[config.mk]
export PLATFORM = sky130hd
export DESIGN_NAME = buddy_block_allocator_flat
export DESIGN_NICKNAME = d
export VERILOG_FILES = /design/src/rtl/core/bba_pkg.sv /design/src/rtl/core/bba_req_if.sv /design/src/rtl/core/bba_rsp_if.sv /design/src/rtl/core/bba_table_mem.sv /design/src/rtl/core/bba_ctrl.sv /design/src/rtl/core/buddy_block_allocator.sv /design/src/flat_wrapper.sv
export VERILOG_INCLUDE_DIRS = /design/src /design/src/rtl/core
export SDC_FILE = /design/constraint.sdc
export NUM_CORES = 2
export LEC_CHECK = 0
export ABC_CLOCK_PERIOD_IN_PS = 18200
export BUFFER_PORTS_ARGS = -buffer_cell sky130_fd_sc_hd__buf_2
export CORE_ASPECT_RATIO = 1.5
export CORE_MARGIN = 2
export CORE_UTILIZATION = 67
export DETAILED_ROUTE_END_ITERATION = 10
export PLACE_DENSITY = 0.95
export SLEW_MARGIN = 10
export SYNTH_ARGS = -nofsm -noshare
export SYNTH_HDL_FRONTEND = slang
export SYNTH_SLANG_ARGS = --single-unit
[constraint.sdc]
create_clock -name clk -period 18.2 [get_ports clk]
set_input_delay 0 -clock clk [delete_from_list [all_inputs] [get_ports clk]]
set_output_delay 0 -clock clk [all_outputs]
set_load 0.01 [all_outputs]
[src/rtl/core/buddy_block_allocator_assert.svh]
// ============================================================================
// Buddy block allocator assertion macros
// Shorthand for the concurrent checks at the end of the top level.
// ============================================================================
`ifndef BUDDY_BLOCK_ALLOCATOR_ASSERT_SVH
`define BUDDY_BLOCK_ALLOCATOR_ASSERT_SVH

// The consequent must hold in the same cycle as the antecedent.
`define BBA_ASSERT_NOW(label, clk, rst_n, ante, cons, msg) \
    label: assert property (@(posedge clk) disable iff (!rst_n) (ante) |-> (cons)) \
        else $error(msg);

// The consequent must hold in the cycle after the antecedent.
`define BBA_ASSERT_NEXT(label, clk, rst_n, ante, cons, msg) \
    label: assert property (@(posedge clk) disable iff (!rst_n) (ante) |=> (cons)) \
        else $error(msg);

`endif

[src/rtl/core/bba_pkg.sv]
// ============================================================================
// Buddy block allocator package
// Field widths, status codes, result record and sequencer states.
// ============================================================================
`default_nettype none

package bba_pkg;

    // Fixed field widths of the request and result channels.
    localparam int STATUS_W    = 3;
    localparam int INDEX_W     = 6;
    localparam int ORDER_OUT_W = 5;
    localparam int OWNER_W     = 16;
    localparam int COUNT_OUT_W = 7;
    localparam int SIZE_W      = 32;
    localparam int CFG_W       = 5;
    // A rounded order never exceeds 32, so six bits hold it.
    localparam int K_W         = 6;
    // Common width for comparing orders of different widths.
    localparam int EXT_W       = 8;

    // Total order after reset.
    localparam int TOTAL_ORDER_RESET = 20;

    typedef logic [STATUS_W-1:0]    status_t;
    typedef logic [INDEX_W-1:0]     index_t;
    typedef logic [ORDER_OUT_W-1:0] order_out_t;
    typedef logic [OWNER_W-1:0]     owner_t;
    typedef logic [COUNT_OUT_W-1:0] count_out_t;
    typedef logic [SIZE_W-1:0]      size_t;
    typedef logic [CFG_W-1:0]       cfg_t;
    typedef logic [K_W-1:0]         k_t;
    typedef logic [EXT_W-1:0]       ext_t;

    // Result status codes.
    localparam status_t ST_OK    = 3'd0;
    localparam status_t ST_NOFIT = 3'd1;
    localparam status_t ST_FULL  = 3'd2;
    localparam status_t ST_BADID = 3'd3;
    localparam status_t ST_QUERY = 3'd4;

    // One result record.
    typedef struct packed {
        status_t    status;
        index_t     block_index;
        order_out_t block_order;
        owner_t     block_owner;
        count_out_t block_count;
        logic       last;
    } bba_res_t;

    // Sequencer states.
    typedef enum logic [3:0] {
        S_IDLE,
        S_ORDER,
        S_SCAN,
        S_FIT,
        S_SHIFT,
        S_SHIFT_END,
        S_SPLIT,
        S_EMIT,
        S_QRD,
        S_QOUT
    } bba_state_t;

endpackage

`default_nettype wire

[src/rtl/core/bba_req_if.sv]
// ============================================================================
// Buddy block allocator request channel
// Valid/ready channel that carries one allocate or query request.
// ============================================================================
`default_nettype none

interface bba_req_if;
    logic                valid;
    logic                ready;
    logic                mode;
    bba_pkg::owner_t     owner_id;
    bba_pkg::size_t      request_size;

    modport source (output valid, output mode, output owner_id, output request_size,
                    input ready);
    modport sink   (input valid, input mode, input owner_id, input request_size,
                    output ready);
endinterface

`default_nettype wire

[src/rtl/core/bba_rsp_if.sv]
// ============================================================================
// Buddy block allocator result channel
// Valid/ready channel that carries one allocation status or table entry.
// ============================================================================
`default_nettype none

interface bba_rsp_if;
    logic                  valid;
    logic                  ready;
    bba_pkg::status_t      status;
    bba_pkg::index_t       block_index;
    bba_pkg::order_out_t   block_order;
    bba_pkg::owner_t       block_owner;
    bba_pkg::count_out_t   block_count;
    logic                  last;

    modport source (output valid, output status, output block_index, output block_order,
                    output block_owner, output block_count, output last, input ready);
    modport sink   (input valid, input status, input block_index, input block_order,
                    input block_owner, input block_count, input last, output ready);
endinterface

`default_nettype wire

[src/rtl/core/bba_table_mem.sv]
// ============================================================================
// Buddy block table memory
// One write port and one registered read port holding owner and order.
// ============================================================================
`default_nettype none

module bba_table_mem #(
    parameter int DEPTH = 64,
    parameter int AW    = 6,
    parameter int DW    = 21
) (
    input  wire logic          clk,
    input  wire logic          rd_en,
    input  wire logic [AW-1:0] rd_addr,
    output logic      [DW-1:0] rd_data,
    input  wire logic          wr_en,
    input  wire logic [AW-1:0] wr_addr,
    input  wire logic [DW-1:0] wr_data
);

    logic [DW-1:0] mem [DEPTH];
    logic [DW-1:0] rd_data_reg;

    // Write port.
    always_ff @(posedge clk)
    begin
        if (wr_en)
        begin
            mem[wr_addr] <= wr_data;
        end
    end

    // Read port; the data holds while no read is issued.
    always_ff @(posedge clk)
    begin
        if (rd_en)
        begin
            rd_data_reg <= mem[rd_addr];
        end
    end

    assign rd_data = rd_data_reg;

endmodule

`default_nettype wire

[src/rtl/core/bba_ctrl.sv]
// ============================================================================
// Buddy block allocator sequencer
// Rounds, scans, shifts the tail and writes the split; answers queries.
// ============================================================================
`default_nettype none

module bba_ctrl #(
    parameter int MAX_BLOCKS  = 64,
    parameter int ORDER_LIMIT = 31,
    parameter int AW          = 6,
    parameter int CW          = 7,
    parameter int OW          = 5
) (
    input  wire logic                     clk,
    input  wire logic                     rst_n,
    bba_req_if.sink                       req,
    input  wire logic                     cfg_we,
    input  wire bba_pkg::cfg_t            cfg_wdata,
    output logic                          res_valid,
    output bba_pkg::bba_res_t             res,
    input  wire logic                     res_ack,
    output logic                          rd_en,
    output logic [AW-1:0]                 rd_addr,
    input  wire logic [bba_pkg::OWNER_W+OW-1:0] rd_data,
    output logic                          wr_en,
    output logic [AW-1:0]                 wr_addr,
    output logic [bba_pkg::OWNER_W+OW-1:0] wr_data,
    output logic [CW-1:0]                 entry_count
);

    localparam int XW      = ((CW > OW) ? CW : OW) + 1;
    localparam int TO_RST  = (ORDER_LIMIT < bba_pkg::TOTAL_ORDER_RESET) ?
                             ORDER_LIMIT : bba_pkg::TOTAL_ORDER_RESET;

    typedef logic [AW-1:0] addr_t;
    typedef logic [CW-1:0] cnt_t;
    typedef logic [OW-1:0] ord_t;
    typedef logic [XW-1:0] sum_t;

    bba_pkg::bba_state_t state_reg, state_next;
    ord_t            total_order_reg, total_order_next;
    cnt_t            count_reg, count_next;
    logic            fresh_reg, fresh_next;
    logic            fresh_hit_reg;
    logic            pend_reg, pend_next;
    logic            issued_all_reg, issued_all_next;
    bba_pkg::owner_t id_reg, id_next;
    bba_pkg::size_t  v_reg, v_next;
    bba_pkg::k_t     k_reg, k_next;
    addr_t           idx_reg, idx_next;
    addr_t           pend_idx_reg, pend_idx_next;
    addr_t           j_reg, j_next;
    addr_t           sh_dest_reg, sh_dest_next;
    ord_t            a_reg, a_next;
    ord_t            extra_reg, extra_next;
    ord_t            wcnt_reg, wcnt_next;
    bba_pkg::bba_res_t res_reg, res_next;

    bba_pkg::owner_t rd_owner;
    ord_t            rd_order;
    ord_t            extra_calc;
    ord_t            k_ord;
    bba_pkg::count_out_t count_out;
    logic            idx_is_last;
    logic            pend_is_last;

    // Build a rejection record: everything zero but the status, count and last.
    function automatic bba_pkg::bba_res_t reject(input bba_pkg::status_t st,
                                                 input bba_pkg::count_out_t cnt);
        bba_pkg::bba_res_t r;
        r             = '0;
        r.status      = st;
        r.block_count = cnt;
        r.last        = 1'b1;
        return r;
    endfunction

    // Entry 0 reads as one free block of the total order until it is written.
    assign rd_owner = fresh_hit_reg ? bba_pkg::owner_t'(0) : rd_data[OW +: bba_pkg::OWNER_W];
    assign rd_order = fresh_hit_reg ? total_order_reg : rd_data[OW-1:0];

    assign k_ord        = ord_t'(k_reg);
    assign extra_calc   = a_reg - k_ord;
    assign count_out    = bba_pkg::count_out_t'(count_reg);
    assign idx_is_last  = (cnt_t'(idx_reg) + cnt_t'(1)) == count_reg;
    assign pend_is_last = (cnt_t'(pend_idx_reg) + cnt_t'(1)) == count_reg;
    assign entry_count  = count_reg;

    // Control registers.
    always_ff @(posedge clk or negedge rst_n)
    begin
        if (!rst_n)
        begin
            state_reg       <= bba_pkg::S_IDLE;
            total_order_reg <= ord_t'(TO_RST);
            count_reg       <= cnt_t'(1);
            fresh_reg       <= 1'b1;
            fresh_hit_reg   <= 1'b0;
            pend_reg        <= 1'b0;
            issued_all_reg  <= 1'b0;
        end
        else
        begin
            state_reg       <= state_next;
            total_order_reg <= total_order_next;
            count_reg       <= count_next;
            fresh_reg       <= fresh_next;
            pend_reg        <= pend_next;
            issued_all_reg  <= issued_all_next;
            if (rd_en)
            begin
                fresh_hit_reg <= fresh_reg && (rd_addr == addr_t'(0));
            end
        end
    end

    // Working registers.
    always_ff @(posedge clk)
    begin
        id_reg       <= id_next;
        v_reg        <= v_next;
        k_reg        <= k_next;
        idx_reg      <= idx_next;
        pend_idx_reg <= pend_idx_next;
        j_reg        <= j_next;
        sh_dest_reg  <= sh_dest_next;
        a_reg        <= a_next;
        extra_reg    <= extra_next;
        wcnt_reg     <= wcnt_next;
        res_reg      <= res_next;
    end

    // Sequencer: next state, memory port and result.
    always_comb
    begin
        state_next       = state_reg;
        total_order_next = total_order_reg;
        count_next       = count_reg;
        fresh_next       = fresh_reg;
        pend_next        = pend_reg;
        issued_all_next  = issued_all_reg;
        id_next          = id_reg;
        v_next           = v_reg;
        k_next           = k_reg;
        idx_next         = idx_reg;
        pend_idx_next    = pend_idx_reg;
        j_next           = j_reg;
        sh_dest_next     = sh_dest_reg;
        a_next           = a_reg;
        extra_next       = extra_reg;
        wcnt_next        = wcnt_reg;
        res_next         = res_reg;

        req.ready = (state_reg == bba_pkg::S_IDLE);
        res_valid = 1'b0;
        res       = res_reg;
        rd_en     = 1'b0;
        rd_addr   = idx_reg;
        wr_en     = 1'b0;
        wr_addr   = sh_dest_reg;
        wr_data   = rd_data;

        case (state_reg)
            bba_pkg::S_IDLE:
            begin
                if (req.valid)
                begin
                    id_next = req.owner_id;
                    k_next  = '0;
                    v_next  = (req.request_size == '0) ? '0 :
                              req.request_size - bba_pkg::size_t'(1);
                    idx_next = '0;
                    if (req.mode)
                    begin
                        state_next = bba_pkg::S_QRD;
                    end
                    else if (req.owner_id == '0)
                    begin
                        res_next   = reject(bba_pkg::ST_BADID, count_out);
                        state_next = bba_pkg::S_EMIT;
                    end
                    else
                    begin
                        state_next = bba_pkg::S_ORDER;
                    end
                end
            end

            // One bit of the size a cycle: k is the bit length of size minus one.
            bba_pkg::S_ORDER:
            begin
                if (v_reg != '0)
                begin
                    v_next = v_reg >> 1;
                    k_next = k_reg + bba_pkg::k_t'(1);
                end
                else if (bba_pkg::ext_t'(k_reg) > bba_pkg::ext_t'(ORDER_LIMIT))
                begin
                    res_next   = reject(bba_pkg::ST_NOFIT, count_out);
                    state_next = bba_pkg::S_EMIT;
                end
                else
                begin
                    idx_next        = '0;
                    pend_next       = 1'b0;
                    issued_all_next = 1'b0;
                    state_next      = bba_pkg::S_SCAN;
                end
            end

            // Reads are issued one a cycle and checked the cycle after.
            bba_pkg::S_SCAN:
            begin
                if (pend_reg && (rd_owner == '0) &&
                    (bba_pkg::ext_t'(rd_order) >= bba_pkg::ext_t'(k_reg)))
                begin
                    j_next     = pend_idx_reg;
                    a_next     = rd_order;
                    pend_next  = 1'b0;
                    state_next = bba_pkg::S_FIT;
                end
                else if (pend_reg && pend_is_last)
                begin
                    pend_next  = 1'b0;
                    res_next   = reject(bba_pkg::ST_NOFIT, count_out);
                    state_next = bba_pkg::S_EMIT;
                end
                else if (!issued_all_reg)
                begin
                    rd_en         = 1'b1;
                    rd_addr       = idx_reg;
                    pend_next     = 1'b1;
                    pend_idx_next = idx_reg;
                    if (idx_is_last)
                    begin
                        issued_all_next = 1'b1;
                    end
                    else
                    begin
                        idx_next = idx_reg + addr_t'(1);
                    end
                end
                else
                begin
                    pend_next = 1'b0;
                end
            end

            // Check room for the split, then decide whether the tail moves.
            bba_pkg::S_FIT:
            begin
                if ((sum_t'(count_reg) + sum_t'(extra_calc)) > sum_t'(MAX_BLOCKS))
                begin
                    res_next   = reject(bba_pkg::ST_FULL, count_out);
                    state_next = bba_pkg::S_EMIT;
                end
                else
                begin
                    extra_next = extra_calc;
                    wcnt_next  = '0;
                    pend_next  = 1'b0;
                    if ((extra_calc != '0) && ((cnt_t'(j_reg) + cnt_t'(1)) < count_reg))
                    begin
                        idx_next   = addr_t'(count_reg - cnt_t'(1));
                        state_next = bba_pkg::S_SHIFT;
                    end
                    else
                    begin
                        state_next = bba_pkg::S_SPLIT;
                    end
                end
            end

            // Tail move, last entry first: read one entry, write the one read before.
            bba_pkg::S_SHIFT:
            begin
                rd_en   = 1'b1;
                rd_addr = idx_reg;
                if (pend_reg)
                begin
                    wr_en   = 1'b1;
                    wr_addr = sh_dest_reg;
                    wr_data = rd_data;
                end
                pend_next    = 1'b1;
                sh_dest_next = idx_reg + addr_t'(extra_reg);
                if (idx_reg == j_reg + addr_t'(1))
                begin
                    state_next = bba_pkg::S_SHIFT_END;
                end
                else
                begin
                    idx_next = idx_reg - addr_t'(1);
                end
            end

            bba_pkg::S_SHIFT_END:
            begin
                wr_en      = 1'b1;
                wr_addr    = sh_dest_reg;
                wr_data    = rd_data;
                pend_next  = 1'b0;
                state_next = bba_pkg::S_SPLIT;
            end

            // Claimed block first, then the free buddies of rising order.
            bba_pkg::S_SPLIT:
            begin
                wr_en   = 1'b1;
                wr_addr = j_reg + addr_t'(wcnt_reg);
                if (wcnt_reg == '0)
                begin
                    wr_data = {id_reg, k_ord};
                end
                else
                begin
                    wr_data = {bba_pkg::owner_t'(0), k_ord + wcnt_reg - ord_t'(1)};
                end
                if (wr_addr == addr_t'(0))
                begin
                    fresh_next = 1'b0;
                end
                if (wcnt_reg == extra_reg)
                begin
                    count_next           = count_reg + cnt_t'(extra_reg);
                    res_next.status      = bba_pkg::ST_OK;
                    res_next.block_index = bba_pkg::index_t'(j_reg);
                    res_next.block_order = bba_pkg::order_out_t'(k_ord);
                    res_next.block_owner = id_reg;
                    res_next.block_count =
                        bba_pkg::count_out_t'(count_reg + cnt_t'(extra_reg));
                    res_next.last        = 1'b1;
                    state_next           = bba_pkg::S_EMIT;
                end
                else
                begin
                    wcnt_next = wcnt_reg + ord_t'(1);
                end
            end

            bba_pkg::S_EMIT:
            begin
                res_valid = 1'b1;
                if (res_ack)
                begin
                    state_next = bba_pkg::S_IDLE;
                end
            end

            bba_pkg::S_QRD:
            begin
                rd_en      = 1'b1;
                rd_addr    = idx_reg;
                state_next = bba_pkg::S_QOUT;
            end

            // Report one entry; the read data holds while the output stalls.
            bba_pkg::S_QOUT:
            begin
                res_valid       = 1'b1;
                res.status      = bba_pkg::ST_QUERY;
                res.block_index = bba_pkg::index_t'(idx_reg);
                res.block_order = bba_pkg::order_out_t'(rd_order);
                res.block_owner = rd_owner;
                res.block_count = count_out;
                res.last        = idx_is_last;
                if (res_ack)
                begin
                    if (idx_is_last)
                    begin
                        state_next = bba_pkg::S_IDLE;
                    end
                    else
                    begin
                        idx_next   = idx_reg + addr_t'(1);
                        state_next = bba_pkg::S_QRD;
                    end
                end
            end

            default:
            begin
                state_next = bba_pkg::S_IDLE;
            end
        endcase

        // A total order write starts over with one free block.
        if (cfg_we)
        begin
            total_order_next = (bba_pkg::ext_t'(cfg_wdata) > bba_pkg::ext_t'(ORDER_LIMIT)) ?
                               ord_t'(ORDER_LIMIT) : ord_t'(cfg_wdata);
            count_next       = cnt_t'(1);
            fresh_next       = 1'b1;
        end
    end

endmodule

`default_nettype wire

[src/rtl/core/buddy_block_allocator.sv]
// ============================================================================
// Buddy block allocator
// Address-ordered table of buddy blocks with allocate and query requests.
// ============================================================================
//
//   Channel  Dir  Handshake        Payload
//   req      in   valid / ready    mode, owner_id, request_size
//   rsp      out  valid / ready    status, block_index, block_order,
//                                  block_owner, block_count, last
//   cfg      in   cfg_we           cfg_wdata (total_order)
//
// An allocate runs in order: B shifts, B being the bit length of the size
// minus one (one shift per cycle), N entries scanned (one read per cycle),
// S tail entries moved and E entries written by the split, all through the
// one table memory with its single read port and single write port.
// A query reads each table entry and then reports it, one result per entry.
// After reset: one free block of order min(20, ORDER_LIMIT); no clearing pass.
// A stalled result output stops the sequencer; one finished result waits in
// the output register while the next request is taken.
`default_nettype none

module buddy_block_allocator #(
    parameter int MAX_BLOCKS  = 64,
    parameter int ORDER_LIMIT = 31
) (
    input  wire logic          clk,
    input  wire logic          rst_n,
    bba_req_if.sink            req,
    bba_rsp_if.source          rsp,
    input  wire logic          cfg_we,
    input  wire bba_pkg::cfg_t cfg_wdata
);

`include "buddy_block_allocator_assert.svh"

    localparam int AW = (MAX_BLOCKS > 1) ? $clog2(MAX_BLOCKS) : 1;
    localparam int CW = $clog2(MAX_BLOCKS + 1);
    localparam int OW = $clog2(ORDER_LIMIT + 1);
    localparam int DW = bba_pkg::OWNER_W + OW;

    typedef logic [CW-1:0] cnt_t;

    logic              res_valid;
    logic              res_ack;
    bba_pkg::bba_res_t res;
    logic              rd_en;
    logic [AW-1:0]     rd_addr;
    logic [DW-1:0]     rd_data;
    logic              wr_en;
    logic [AW-1:0]     wr_addr;
    logic [DW-1:0]     wr_data;
    logic [CW-1:0]     entry_count;

    logic              out_valid_reg, out_valid_next;
    bba_pkg::bba_res_t out_reg;

    bba_table_mem #(
        .DEPTH (MAX_BLOCKS),
        .AW    (AW),
        .DW    (DW)
    ) u_mem (
        .clk     (clk),
        .rd_en   (rd_en),
        .rd_addr (rd_addr),
        .rd_data (rd_data),
        .wr_en   (wr_en),
        .wr_addr (wr_addr),
        .wr_data (wr_data)
    );

    bba_ctrl #(
        .MAX_BLOCKS  (MAX_BLOCKS),
        .ORDER_LIMIT (ORDER_LIMIT),
        .AW          (AW),
        .CW          (CW),
        .OW          (OW)
    ) u_ctrl (
        .clk         (clk),
        .rst_n       (rst_n),
        .req         (req),
        .cfg_we      (cfg_we),
        .cfg_wdata   (cfg_wdata),
        .res_valid   (res_valid),
        .res         (res),
        .res_ack     (res_ack),
        .rd_en       (rd_en),
        .rd_addr     (rd_addr),
        .rd_data     (rd_data),
        .wr_en       (wr_en),
        .wr_addr     (wr_addr),
        .wr_data     (wr_data),
        .entry_count (entry_count)
    );

    // Output register: loads when empty or when its result is taken.
    assign res_ack = res_valid && (!out_valid_reg || rsp.ready);

    always_comb
    begin
        out_valid_next = out_valid_reg;
        if (res_ack)
        begin
            out_valid_next = 1'b1;
        end
        else if (rsp.ready)
        begin
            out_valid_next = 1'b0;
        end
    end

    always_ff @(posedge clk or negedge rst_n)
    begin
        if (!rst_n)
        begin
            out_valid_reg <= 1'b0;
        end
        else
        begin
            out_valid_reg <= out_valid_next;
        end
    end

    always_ff @(posedge clk)
    begin
        if (res_ack)
        begin
            out_reg <= res;
        end
    end

    assign rsp.valid       = out_valid_reg;
    assign rsp.status      = out_reg.status;
    assign rsp.block_index = out_reg.block_index;
    assign rsp.block_order = out_reg.block_order;
    assign rsp.block_owner = out_reg.block_owner;
    assign rsp.block_count = out_reg.block_count;
    assign rsp.last        = out_reg.last;

    // The sequencer works on one request at a time.
    `BBA_ASSERT_NEXT(a_busy_after_request, clk, rst_n, req.valid && req.ready,
                     !req.ready, "request taken while busy")
    // A result under way keeps new requests out.
    `BBA_ASSERT_NOW(a_result_blocks_request, clk, rst_n, res_valid, !req.ready,
                    "request ready while a result is pending")
    // The table never empties and never overflows.
    `BBA_ASSERT_NOW(a_count_range, clk, rst_n, 1'b1,
                    (entry_count >= cnt_t'(1)) && (entry_count <= cnt_t'(MAX_BLOCKS)),
                    "entry count out of range")
    // Allocate results come one per request.
    `BBA_ASSERT_NOW(a_alloc_single, clk, rst_n,
                    rsp.valid && (rsp.status != bba_pkg::ST_QUERY), rsp.last,
                    "allocate result without last")

endmodule

`default_nettype wire
[src/flat_wrapper.sv]
// flat-port wrapper written by rule: the top's interface ports become plain ports
module buddy_block_allocator_flat 
#(
    parameter int MAX_BLOCKS  = 64,
    parameter int ORDER_LIMIT = 31
)
  (clk, rst_n, cfg_we, cfg_wdata, req_valid, req_mode, req_owner_id, req_request_size, req_ready, rsp_valid, rsp_status, rsp_block_index, rsp_block_order, rsp_block_owner, rsp_block_count, rsp_last, rsp_ready);
  bba_req_if req_i ();
  bba_rsp_if rsp_i ();
  input  wire logic clk;
  input  wire logic rst_n;
  input  wire logic cfg_we;
  input  wire bba_pkg::cfg_t cfg_wdata;
  input wire logic [$bits(req_i.valid)-1:0] req_valid;
  input wire logic [$bits(req_i.mode)-1:0] req_mode;
  input wire logic [$bits(req_i.owner_id)-1:0] req_owner_id;
  input wire logic [$bits(req_i.request_size)-1:0] req_request_size;
  output wire logic [$bits(req_i.ready)-1:0] req_ready;
  output wire logic [$bits(rsp_i.valid)-1:0] rsp_valid;
  output wire logic [$bits(rsp_i.status)-1:0] rsp_status;
  output wire logic [$bits(rsp_i.block_index)-1:0] rsp_block_index;
  output wire logic [$bits(rsp_i.block_order)-1:0] rsp_block_order;
  output wire logic [$bits(rsp_i.block_owner)-1:0] rsp_block_owner;
  output wire logic [$bits(rsp_i.block_count)-1:0] rsp_block_count;
  output wire logic [$bits(rsp_i.last)-1:0] rsp_last;
  input wire logic [$bits(rsp_i.ready)-1:0] rsp_ready;
  assign req_i.valid = req_valid;
  assign req_i.mode = req_mode;
  assign req_i.owner_id = req_owner_id;
  assign req_i.request_size = req_request_size;
  assign req_ready = req_i.ready;
  assign rsp_valid = rsp_i.valid;
  assign rsp_status = rsp_i.status;
  assign rsp_block_index = rsp_i.block_index;
  assign rsp_block_order = rsp_i.block_order;
  assign rsp_block_owner = rsp_i.block_owner;
  assign rsp_block_count = rsp_i.block_count;
  assign rsp_last = rsp_i.last;
  assign rsp_i.ready = rsp_ready;
  buddy_block_allocator #(.MAX_BLOCKS(MAX_BLOCKS), .ORDER_LIMIT(ORDER_LIMIT)) u_core (.clk(clk), .rst_n(rst_n), .req(req_i), .rsp(rsp_i), .cfg_we(cfg_we), .cfg_wdata(cfg_wdata));
endmodule
==> summary.txt, run 1 <==
Outcome
  – Status: aborted with a tool error
  – Halt Stage: global routing (5_1_grt)
  – First Err: [ERROR GRT-0183] Net net6: the 3D maze router ran out of legal paths (heap underflow) - the net is boxed in by local congestion or blockages.

Synth
  – Netlist cell types: 70
  – Average cell area after synthesis: 20.7 µm²
  – Synthesized cell area: 0.0627 mm²
  – Synth async-reset ratio: 1.35%
  – Mapped Nets: 3151
  – Predominant post-synthesis flop cell: edfxtp_1
  – Ys Warns: 0
  – Cell count after synthesis: 3035
  – FF+latch count, synth: 1553
  – EDFF count, synth: approximately 1.5k
  – Register area share after synthesis: 74.2%

Global route
  – Initial antenna violation count: 57
  – Pin count of the biggest net entering global routing: around 150

CTS
  – Clock buffer depth: 3
  – Clock buffer count from CTS: 134
  – Clock Tree Root: clkbuf_16
  – H-tree depth: 4
  – CTS Sinks: approximately 1.6k
  – Post CTS Setup Buffer Count: 0

Die
  – Num ports: between 90 and 100
  – Row cnt: 137
  – Starting Density: 67.5%
  – Die W: about 250 µm
  – Die span in y: 379 µm

Placement
  – I/O Buffers: just under 100
  – Post-DP HPWL: 106 mm
  – Placer congestion estimate: roughly 0.98
-- Yosys cell counts (all sizes together) (12+ instances only) --
cell	instances	area (µm²)
a22o	17	149
clkbuf	94	354
mux2	17	191
inv	47	176
nand2	123	462
nor2	144	541
nor3	25	136
ha	51	638
nor2b	12	75.1
o21ai	85	425
xor2	24	210
nor4	29	224
and3	27	169
dfrtp	17	425
buf	61	293
mux4	441	9930
a21o	15	114
a21oi	39	195
xnor2	68	596
nand3	19	95.1
edfxtp	1532	46000
nand2b	30	188
-- metrics by stage --
step	utilization [%]	hold slack, ns	cell area [µm²]	cells	setup slack, ns
after CTS	75.7	0.186	70300	4613	13.04
after detailed placement	70.0	0.0345	65000	4267	13.12
after global placement	70.0	0.0190	65000	4267	13.18
after floorplan	-	-0.296	62700	3035	12.44
-- what timing repair did --
action                                 in CTS
hold buffers                              101
resized for setup                           0
endpoints found under the hold margin      96
-- kinds of logic after synthesis --
kind of cell / share of synthesized area (%)
flops: 74.2
compound gates: 2.08
fa+ha+maj: 1.21
xor+xnor: 1.36
simple gates: 3.55
mux: 16.3
buf+inv: 1.31
==> inputs of run 2 (changes only) <==
CORE_ASPECT_RATIO = default   (was 1.5)
CORE_UTILIZATION = 40   (was 67)
PLACE_DENSITY = default   (was 0.95)
PLACE_DENSITY_LB_ADDON = 0.15   (was default)
==> run 2 against run 1 <==
Net effect:
- the flow now finishes without violations
- synthesized area unchanged
- synthesized cell count unchanged
==> summary.txt, run 2 <==
Outcome
  – Status: complete, no violations

Synth
  – Most area-hungry cell type in the Yosys netlist: edfxtp_1
  – FF+latch count, synth: approximately 1.6k
  – Average cell area after synthesis: approximately 21 µm²
  – EDFF count, synth: 1532
  – Synth async-reset ratio: 1.35%
  – Mapped Nets: 3151
  – Top-count cell post-synth: edfxtp_1
  – Share of the synthesized area in the top cell type: roughly three quarters
  – Largest cells by area after synthesis: edfxtp_1 (73%), mux4_2 (16%), ha_1 (1.0%)
  – Post-synth top cells: edfxtp_1 (1532), mux4_2 (441), nor2_1 (144)
  – Ys Warns: 0
  – Register area share after synthesis: 74.2%
  – Netlist cell types: 70
  – Predominant post-synthesis flop cell: edfxtp_1
  – Cell count after synthesis: just over 3k
  – Synthesized cell area: roughly 0.063 mm²

STA
  – Hold_ws: 0.115 ns
  – Least-Margin Pin Slew: 1.18 ns
  – Pins Over Slew Limit: 0
  – Final hold viol count: 0
  – Setup TNS: 0 ns
  – RSZ-0062 raised after global routing: no
  – Crit path time final: around 5.2 ns
  – Slew Limit Headroom: 21.1%
  – Final period utilization: between 20 and 30%
  – Max Fclk: 192 MHz
  – Setup Viol. Count Final: 0
  – Setup Skew: 0.0470 ns

Setup path
  – Worst r2r src: u_core.u_ctrl.idx_reg[1]
  – Crit path max-delay family: buffers and inverters
  – Required time worst endpoint: 18.69 ns
  – Worst r2r dst: u_core.u_mem.rd_data[13]
  – CP Capture Type: register
  – Slowest cell delay on critical path: around 0.91 ns
  – Worst setup SP type: register
  – FF-to-FF setup slack: 12.98 ns
  – WP buf/inv: 3
  – Worst path arrival time: between 5 and 6 ns
  – CP Class: register to register
  – R2R depth: 6
  – Critical path depth: 6
  – Slowest CP cell: buf_4
  – CP max FO: 65
  – Crit-path cells: buf_4 > buf_4 > buf_4 > mux4_2 > mux4_2 > mux4_2

Drt
  – Total Wirelength: 172 mm
  – Drc violations: 0
  – Initial DRC count: between 3k and 4k
  – Vias per cell: 5.75
  – Antenna Nets Post-Route: 0
  – Via count: 31.9k
  – TritonRoute pass-1 iters: 8
  – Drt wl/cell: 31.1 µm

Placement
  – Post-Place Cells: 5150
  – Area after DPL: about 0.066 mm²
  – I/O Buffers: slightly below 100
  – Placer congestion estimate: roughly 0.86
  – Post-DP HPWL: ~100 mm

Pwr
  – Total Power: roughly 0.013 W
  – Maximum VDD drop: 0.207 mV
  – Power per cell area: 175 mW/mm²
  – Leak: 23.2 nW

CTS
  – H-tree depth: 4
  – TritonCTS clock tree: built
  – Post CTS Setup Buffer Count: 0
  – Clock buffer count from CTS: about 160
  – Post-cts sizing count: 0
  – Reg clk slew, reported paths: 0.06 ns
  – CTS Sinks: 1553
  – Clock buffer depth: 3
  – Clock Tree Root: clkbuf_16
  – Clk_lat worst skew: between 0.7 and 0.8 ns

Finish
  – Filler instances: roughly 13k
  – Max reg flops: 1344
  – Final std cells w/o fill: 5548
  – NumNets Final: approximately 3.5k
  – Most frequent cells in the layout: edfxtp_1 (1532), mux4_2 (441), clkbuf_16 (162)
  – Final instance area: 0.0725 mm²
  – Share of cells above drive strength 1: 28.7%
  – Most common cell after layout, fill and taps aside: edfxtp_1
  – Area delta synth->final: 15.7%

Die
  – Row cnt: 145
  – Total die area: between 0.15 and 0.2 mm²
  – Starting Density: approximately 40%
  – Num ports: 99
  – Core footprint: 0.156 mm²
  – Die W: 400 µm
  – Die span in y: 400 µm

Global route
  – Vias in the first global route: around 33k
  – First-pass GRT wire length: 244 mm
  – Gr ovfl total: 0
  – GRT Total Usage: 21.7%
  – Initial antenna violation count: 9
  – Pin count of the biggest net entering global routing: roughly 110

Min path
  – Hold Crit Depth: 3
  – HP Class: input pin to register
  – Hold path startpoint: req_request_size[0]
  – Worst Hold Path EP: u_core.u_ctrl.v_reg[0]

Flow run
  – Max Cap Viol: 0
[run 2: cell counts after synthesis]
No cell type changed its count.
[run 2: timing repair]
| action | in CTS | in global routing |
|---|---|---|
| endpoints found under the setup margin | 0 | 0 |
| endpoints found under the hold margin | 115 | 0 |
| hold buffers | 100 | 0 |
[run 2: how the worst max path moves through the flow]
stage | slack, ns | to | startpoint
after floorplan | 12.44 | u_core.u_ctrl.res_reg[10] | u_core.u_ctrl.k_reg[0]
after global placement | 13.12 | u_core.u_mem.rd_data[19] | u_core.u_ctrl.idx_reg[1]
after detailed placement | 13.01 | u_core.u_mem.rd_data[4] | u_core.u_ctrl.idx_reg[1]
after CTS | 12.98 | u_core.u_mem.rd_data[4] | u_core.u_ctrl.idx_reg[1]
after global routing | 12.77 | u_core.u_mem.rd_data[3] | u_core.u_ctrl.idx_reg[0]
final | 12.98 | u_core.u_mem.rd_data[13] | u_core.u_ctrl.idx_reg[1]
[run 2: layer usage]
metal | global-route usage [%] | up-vias | part of all wire, %
met5 | 0 | - | 0
met3 | 3.34 | 217 | 6.6
li1 | - | 13200 | -
met1 | 30.0 | 17300 | 41
met4 | 5.30 | 0 | 2.2
met2 | 36.2 | 1246 | 50
[run 2: kinds of logic (layout without fill, tap and decap cells)]
kind of cell,Yosys count,after routing,synth area share [%]
xor gates and xnor gates,94,94,1.36
and+or+nand+nor,455,455,3.55
buffers and inverters,202,656,1.31
AOI/OAI and AO/OA,208,208,2.08
adders and majority gates,57,57,1.21
other,0,1,0
muxes,466,466,16.3
DFF,1553,1553,74.2
[run 2: metrics by stage]
step | worst slack, ns | util [%]
finish | 12.98 | 46.5
CTS | 12.98 | 46.5
global placement | 13.12 | 42.5
detailed placement | 13.01 | 42.5
global route | 12.77 | 46.5
floorplan | 12.44 | -
[run 2: final cells by class]
type | count | area [µm²] | area share [%]
Timing Repair Buffer | 313 | 2400 | 3.31
Sequential cell | 1553 | 46500 | 64.1
Clock inverter | 104 | 1060 | 1.46
Inverter | 47 | 176 | 0.243
Tap cell | 2058 | 2570 | 3.55
Multi-Input combinational cell | 1280 | 15600 | 21.6
Antenna cell | 1 | 2.50 | 0.00345
Clock buffer | 192 | 4170 | 5.74
[run 2: worst register-to-register path, delay by kind of cell (launching register included)]
kind | cells | cell delay [ns]
buffers and inverters | 3 | 2.70
multiplexers | 3 | 1.47
flip-flops | 1 | 0.76
[run 2: report_power, final]
group	switching (W)	leakage, nW	internal (W)	total [W]
clock network	0.00140	2.53	0.00184	0.00324
registers	0.000211	14.2	0.00506	0.00527
logic	0.00267	6.48	0.00149	0.00417
(Power assumes the default switching activity.)
